--- src/sv/etrm_pkg.sv ---
package etrm_pkg;

   localparam int FRAC_INT = 28;
   localparam int ZW = 33;
   localparam int XW = 32;
   localparam int ATAN_LEN = 24;
   localparam int QW = 18;

   localparam logic signed [ZW-1:0] PI_Q      = 33'sd843314857;
   localparam logic signed [ZW-1:0] TWO_PI_Q  = 33'sd1686629713;
   localparam logic signed [ZW-1:0] HALF_PI_Q = 33'sd421657428;
   localparam logic signed [XW-1:0] GAIN_Q    = 32'sd163008219;
   localparam logic signed [QW-1:0] ONE_Q16   = 18'sd65536;

   typedef logic signed [QW-1:0] q16_type;

   typedef struct packed {
      q16_type s;
      q16_type c;
   } sincos_type;

   function automatic logic signed [ZW-1:0] atan_value(input int i);
      logic signed [ZW-1:0] r;
      case (i)
         0:  r = 33'sd210828714;
         1:  r = 33'sd124459457;
         2:  r = 33'sd65760959;
         3:  r = 33'sd33381290;
         4:  r = 33'sd16755422;
         5:  r = 33'sd8385879;
         6:  r = 33'sd4193963;
         7:  r = 33'sd2097109;
         8:  r = 33'sd1048571;
         9:  r = 33'sd524287;
         10: r = 33'sd262144;
         11: r = 33'sd131072;
         12: r = 33'sd65536;
         13: r = 33'sd32768;
         14: r = 33'sd16384;
         15: r = 33'sd8192;
         16: r = 33'sd4096;
         17: r = 33'sd2048;
         18: r = 33'sd1024;
         19: r = 33'sd512;
         20: r = 33'sd256;
         21: r = 33'sd128;
         22: r = 33'sd64;
         23: r = 33'sd32;
         default: r = '0;
      endcase
      return r;
   endfunction

   // round a Q3.16 x Q3.16 product back to Q3.16
   function automatic logic signed [QW+1:0] qmul(input logic signed [QW+1:0] a,
                                                 input logic signed [QW+1:0] b);
      logic signed [2*QW+3:0] p;
      p = a * b + 40'sd32768;
      return p[QW+17:16];
   endfunction

   function automatic q16_type clamp_one(input logic signed [QW+1:0] v);
      q16_type r;
      if (v > 20'sd65536) r = ONE_Q16;
      else if (v < -20'sd65536) r = -ONE_Q16;
      else r = v[QW-1:0];
      return r;
   endfunction

endpackage

--- src/sv/etrm_sincos.sv ---
// Pipelined sine/cosine: two stages of range reduction, one stage per
// CORDIC step, one output rounding stage.
module etrm_sincos #(
   parameter int ANGLE_WIDTH = 16,
   parameter int CORDIC_STEPS = 16
) (
   input  logic                          clock,
   input  logic signed [ANGLE_WIDTH-1:0] angle,
   output etrm_pkg::sincos_type          result
);

   localparam int ZW = etrm_pkg::ZW;
   localparam int XW = etrm_pkg::XW;
   localparam int NS = (CORDIC_STEPS < etrm_pkg::ATAN_LEN) ? CORDIC_STEPS
                                                            : etrm_pkg::ATAN_LEN;
   localparam int SH = etrm_pkg::FRAC_INT - (ANGLE_WIDTH - 4);

   // stage 0: widen and reduce modulo two pi
   logic signed [ZW-1:0] z0_ff, z0_in;
   // stage 1: fold into half range
   logic signed [ZW-1:0] z1_ff, z1_in;
   logic flip1_ff, flip1_in;

   always_comb begin
      logic signed [ZW-1:0] z;
      z = ZW'(angle) <<< SH;
      for (int k = 0; k < 3; k++) begin
         if (z > etrm_pkg::PI_Q) z = z - etrm_pkg::TWO_PI_Q;
         else if (z < -etrm_pkg::PI_Q) z = z + etrm_pkg::TWO_PI_Q;
      end
      z0_in = z;
   end

   always_comb begin
      z1_in = z0_ff;
      flip1_in = 1'b0;
      if (z0_ff > etrm_pkg::HALF_PI_Q) begin
         z1_in = z0_ff - etrm_pkg::PI_Q;
         flip1_in = 1'b1;
      end else if (z0_ff < -etrm_pkg::HALF_PI_Q) begin
         z1_in = z0_ff + etrm_pkg::PI_Q;
         flip1_in = 1'b1;
      end
   end

   always_ff @(posedge clock) begin
      z0_ff <= z0_in;
      z1_ff <= z1_in;
      flip1_ff <= flip1_in;
   end

   logic signed [XW-1:0] x_ff [0:NS];
   logic signed [XW-1:0] y_ff [0:NS];
   logic signed [ZW-1:0] z_ff [0:NS];
   logic                 f_ff [0:NS];

   always_comb begin
      x_ff[0] = etrm_pkg::GAIN_Q;
      y_ff[0] = '0;
      z_ff[0] = z1_ff;
      f_ff[0] = flip1_ff;
   end

   for (genvar i = 0; i < NS; i++) begin : g_step
      logic signed [XW-1:0] x_in, y_in;
      logic signed [ZW-1:0] z_in;
      always_comb begin
         if (z_ff[i] >= 0) begin
            x_in = x_ff[i] - (y_ff[i] >>> i);
            y_in = y_ff[i] + (x_ff[i] >>> i);
            z_in = z_ff[i] - etrm_pkg::atan_value(i);
         end else begin
            x_in = x_ff[i] + (y_ff[i] >>> i);
            y_in = y_ff[i] - (x_ff[i] >>> i);
            z_in = z_ff[i] + etrm_pkg::atan_value(i);
         end
      end
      always_ff @(posedge clock) begin
         x_ff[i+1] <= x_in;
         y_ff[i+1] <= y_in;
         z_ff[i+1] <= z_in;
         f_ff[i+1] <= f_ff[i];
      end
   end

   etrm_pkg::sincos_type result_ff, result_in;

   always_comb begin
      logic signed [XW-1:0] xr, yr;
      etrm_pkg::q16_type xc, yc;
      xr = (x_ff[NS] + 32'sd2048) >>> 12;
      yr = (y_ff[NS] + 32'sd2048) >>> 12;
      xc = etrm_pkg::clamp_one(xr[19:0]);
      yc = etrm_pkg::clamp_one(yr[19:0]);
      if (xr > 32'sd65536) xc = etrm_pkg::ONE_Q16;
      if (yr > 32'sd65536) yc = etrm_pkg::ONE_Q16;
      if (xr < -32'sd65536) xc = -etrm_pkg::ONE_Q16;
      if (yr < -32'sd65536) yc = -etrm_pkg::ONE_Q16;
      result_in.c = f_ff[NS] ? -xc : xc;
      result_in.s = f_ff[NS] ? -yc : yc;
   end

   always_ff @(posedge clock) begin
      result_ff <= result_in;
   end

   assign result = result_ff;

endmodule

--- config.mk ---
export PLATFORM = sky130hd
export DESIGN_NAME = etrm_sincos
export DESIGN_NICKNAME = d
export VERILOG_FILES = /design/src/sv/etrm_pkg.sv /design/src/sv/etrm_sincos.sv
export SDC_FILE = /design/constraint.sdc
export NUM_CORES = 2
export LEC_CHECK = 0
export BUFFER_PORTS_ARGS = -buffer_cell sky130_fd_sc_hd__clkbuf_2
export CAP_MARGIN = 20
export CORE_MARGIN = 4
export CORE_UTILIZATION = 47
export CTS_CLUSTER_DIAMETER = 50
export DETAILED_ROUTE_END_ITERATION = 16
export PLACE_DENSITY = 0.61
export REMOVE_ABC_BUFFERS = 1
export SYNTH_ARGS = -nofsm -noshare
export SYNTH_HDL_FRONTEND = slang
export SYNTH_SLANG_ARGS = --single-unit
--- constraint.sdc ---
create_clock -name clock -period 9 [get_ports clock]
set_input_delay 2.7 -clock clock [delete_from_list [all_inputs] [get_ports clock]]
set_output_delay 2.7 -clock clock [all_outputs]
set_load 0.02 [all_outputs]
==> results.sh <==
export IMPL_status="finished clean"
export IMPL_viasPerCell=5.64
export IMPL_use_met2=0.387
export IMPL_cts_root_buffer="clkbuf_16"
export IMPL_multi_input_area_mm2=0.0694
export IMPL_use_met1=0.301
export IMPL_ios=53
export IMPL_cp_end_kind="register"
export IMPL_area_delta_synth_final_pct=10.1
export IMPL_critPathArrivalTime_ns=8.04
export IMPL_gp_congestion=0.899
export IMPL_grt_pass1_wl_um=418000
export IMPL_routed_wl_um=259000
export IMPL_whs_endpoint="f_ff[3]$_DFF_P_"
export IMPL_hold_viol=0
export IMPL_coreArea_mm2=0.213
export IMPL_dp_cells=14332
export IMPL_timing_rr_start="x_ff[51]$_DFF_P_"
export IMPL_cts_resized=0
export IMPL_synthTopCellsByArea="dfxtp_1 (29%), ha_1 (16%), xnor2_1 (10%)"
export IMPL_first_iter_violations=4725
export IMPL_dp_slack_ns=0.798
export IMPL_dp_hpwl_um=209000
export IMPL_synth_mux_area_frac=0.00538
export IMPL_cp_slowest_cell="xnor2_1"
export IMPL_layout_setup_ws_ns=1.69
export IMPL_post_cts_buffers=0
export IMPL_synth_top_family_by_area="compound AO/OA/AOI/OAI gates"
export IMPL_grt_pass1_vias=79669
export IMPL_clk_latency_ns=0.84
export IMPL_clkTransAtPathRegs_ns=0.06
export IMPL_setup_viol=0
export IMPL_min_path_cells=0
export IMPL_yosysUniqueCellTypes=112
export IMPL_async_flop_share=0
export IMPL_timing_final_crit_period_ns=7.31
export IMPL_grt_use_total=0.227
export IMPL_yosysMostFrequentCell="dfxtp_1"
export IMPL_slew_headroom=0.297
export IMPL_initial_utilization=0.473
export IMPL_synth_area_mm2=0.101
export IMPL_fin_crit_sh=0.812
export IMPL_synth_xor_xnor_area_share=0.155
export IMPL_yosysWarningCount=0
export IMPL_crit_chain="clkbuf_2, inv_1, ha_1, inv_1, a41o_1, a21oi_2, a22oi_1, xnor2_1, nand2_1, a311oi_1, nor2_2, o32ai_2, xor2_1, o311ai_2, and2_1, buf_4, buf_4, a221o_1"
export IMPL_synth_common_cells="dfxtp_1 (1432), ha_1 (1300), xnor2_1 (1157)"
export IMPL_synth_top_cell_by_area="dfxtp_1"
export IMPL_maxCapViolations=0
export IMPL_max_freq_ghz=0.137
export IMPL_fill_cells=19845
export IMPL_worstPathMaxFanout=14
export IMPL_slowest_delay_ns=0.81
export IMPL_synthAdderAreaFrac=0.171
export IMPL_htreeDepth=4
export IMPL_min_path_type="reg2reg"
export IMPL_cts_tree="done"
export IMPL_final_nets=13068
export IMPL_synth_simple_area_share=0.156
export IMPL_grt_max_degree=76
export IMPL_crit_path_start_kind="input port"
export IMPL_synth_edf_count=0
export IMPL_die_height_um=470
export IMPL_setup_worst_path_class="in2reg"
export IMPL_fin_skew_ns=0.0340
export IMPL_finalSetupTns_ns=0
export IMPL_clk_path_buf_depth=3
export IMPL_ctsHoldBuffers=0
export IMPL_antenna_found_initial=4
export IMPL_use_met3=0.0261
export IMPL_r2r_end="y_ff[31]$_DFF_P_"
export IMPL_ys_seq_area_frac=0.285
export IMPL_tightest_slew_ns=1.05
export IMPL_grt_ovfl_total=0
export IMPL_clkSinkCount=1432
export IMPL_dieArea_mm2=0.221
export IMPL_synthCells=11594
export IMPL_min_from="f_ff[4]$_DFF_P_"
export IMPL_synth_compound_area_frac=0.203
export IMPL_finalMaxSlewViolations=0
export IMPL_vias=82842
export IMPL_cts_buffers=193
export IMPL_reg2reg_slack_ns=3.28
export IMPL_num_rows=169
export IMPL_ant_nets=0
export IMPL_top_usage_layer="met2"
export IMPL_synth_main_ff_cell="dfxtp_1"
export IMPL_drtPass1Iterations=5
export IMPL_synth_seq_cells=1432
export IMPL_syn_area_per_cell_um2=8.67
export IMPL_worst_r2r_cell_count=20
export IMPL_seqCellArea_mm2=0.0287
export IMPL_required_ns=9.73
export IMPL_wl_per_cell_um=17.6
export IMPL_stdcell_count=14694
export IMPL_post_route_util=0.521
export IMPL_fp_dieW_um=470
export IMPL_drc=0
export IMPL_synth_top_area_share=0.285
export IMPL_rsz0062_at_grt="no"
export IMPL_portBuffers=52
export IMPL_drive_gt1_frac=0.0523
[routing by layer]
metal	up-vias	share of wire
li1	42029	-
met1	38924	0.47
met2	1545	0.47
met3	344	0.040
met4	0	0.026
met5	-	0
[critical path, delay by kind of cell]
| family | cells | cell delay, ns |
|---|---|---|
| simple gates | 3 | 0.56 |
| xor+xnor | 2 | 1.21 |
| buf+inv | 5 | 0.74 |
| compound gates | 7 | 2.50 |
| fa+ha+maj | 1 | 0.29 |
[layout make-up]
cell class	instances	area share
multi-input cells	9520	0.627
flip-flops and latches	1432	0.259
clock buffers	244	0.0486
well taps	2821	0.0319
inverters	457	0.0155
clock inverters	115	0.0120
repair buffers	102	0.00578
diodes	3	0.0000678
[how the worst max path moves through the flow]
stage	start	depth (start not counted)	endpoint
floorplan	angle[0]	16	z0_ff[16]$_DFF_P_
global placement	angle[0]	18	z0_ff[2]$_DFF_P_
detailed placement	angle[0]	18	z0_ff[2]$_DFF_P_
CTS	angle[0]	18	z0_ff[16]$_DFF_P_
global route	angle[0]	18	z0_ff[16]$_DFF_P_
finish	angle[0]	18	z0_ff[2]$_DFF_P_
[metrics by stage]
| step | hold slack, ns | cell area (um^2) |
|---|---|---|
| floorplan | 0.310 | 99800 |
| global placement | 0.309 | 104000 |
| detailed placement | 0.312 | 104000 |
| CTS | 0.321 | 111000 |
| global route | 0.329 | 111000 |
| finish | 0.324 | 111000 |
[kinds of logic (layout without fill, tap and decap cells)]
| family | count (synthesis) | after routing |
|---|---|---|
| xor+xnor | 1778 | 1778 |
| flops | 1432 | 1432 |
| mux | 52 | 52 |
| simple gates | 3170 | 3170 |
| fa+ha+maj | 1346 | 1346 |
| buf+inv | 642 | 918 |
| compound gates | 3173 | 3173 |
| other cells | 1 | 4 |
[state kept, by name, summed over array words and instances, names as in the netlist]
register / count
y_ff: 470
x_ff: 450
z_ff: 393
result: 36
z0_ff: 33
z1_ff: 33
f_ff: 16
flip1_ff: 1
[placed cells by master, fill, tap and decap left out, types with 39 or more instances in the layout]
cell type / n
nand2b_1: 196
a211oi_1: 79
clkbuf_16: 197
fa_1: 45
o21ai_0: 677
and2_1: 63
xnor2_1: 1157
buf_4: 49
nand3_1: 277
nor2b_1: 136
ha_1: 1300
a41oi_1: 39
o41ai_1: 80
nand4_1: 59
o21a_1: 163
o21bai_1: 184
a31oi_1: 73
nor2_1: 837
o31ai_1: 230
nand2_1: 658
xor2_1: 619
and3_1: 109
or3_1: 213
nor4_1: 55
a21oi_1: 906
or4_1: 77
mux2i_1: 47
nor3_1: 313
clkbuf_2: 52
a21o_1: 336
inv_1: 450
dfxtp_1: 1424
or2_2: 76
a21boi_0: 54
Power is left out: the tool's default activity adds up to more than one toggle a clock period on the data nets, which glitch-free logic cannot reach.
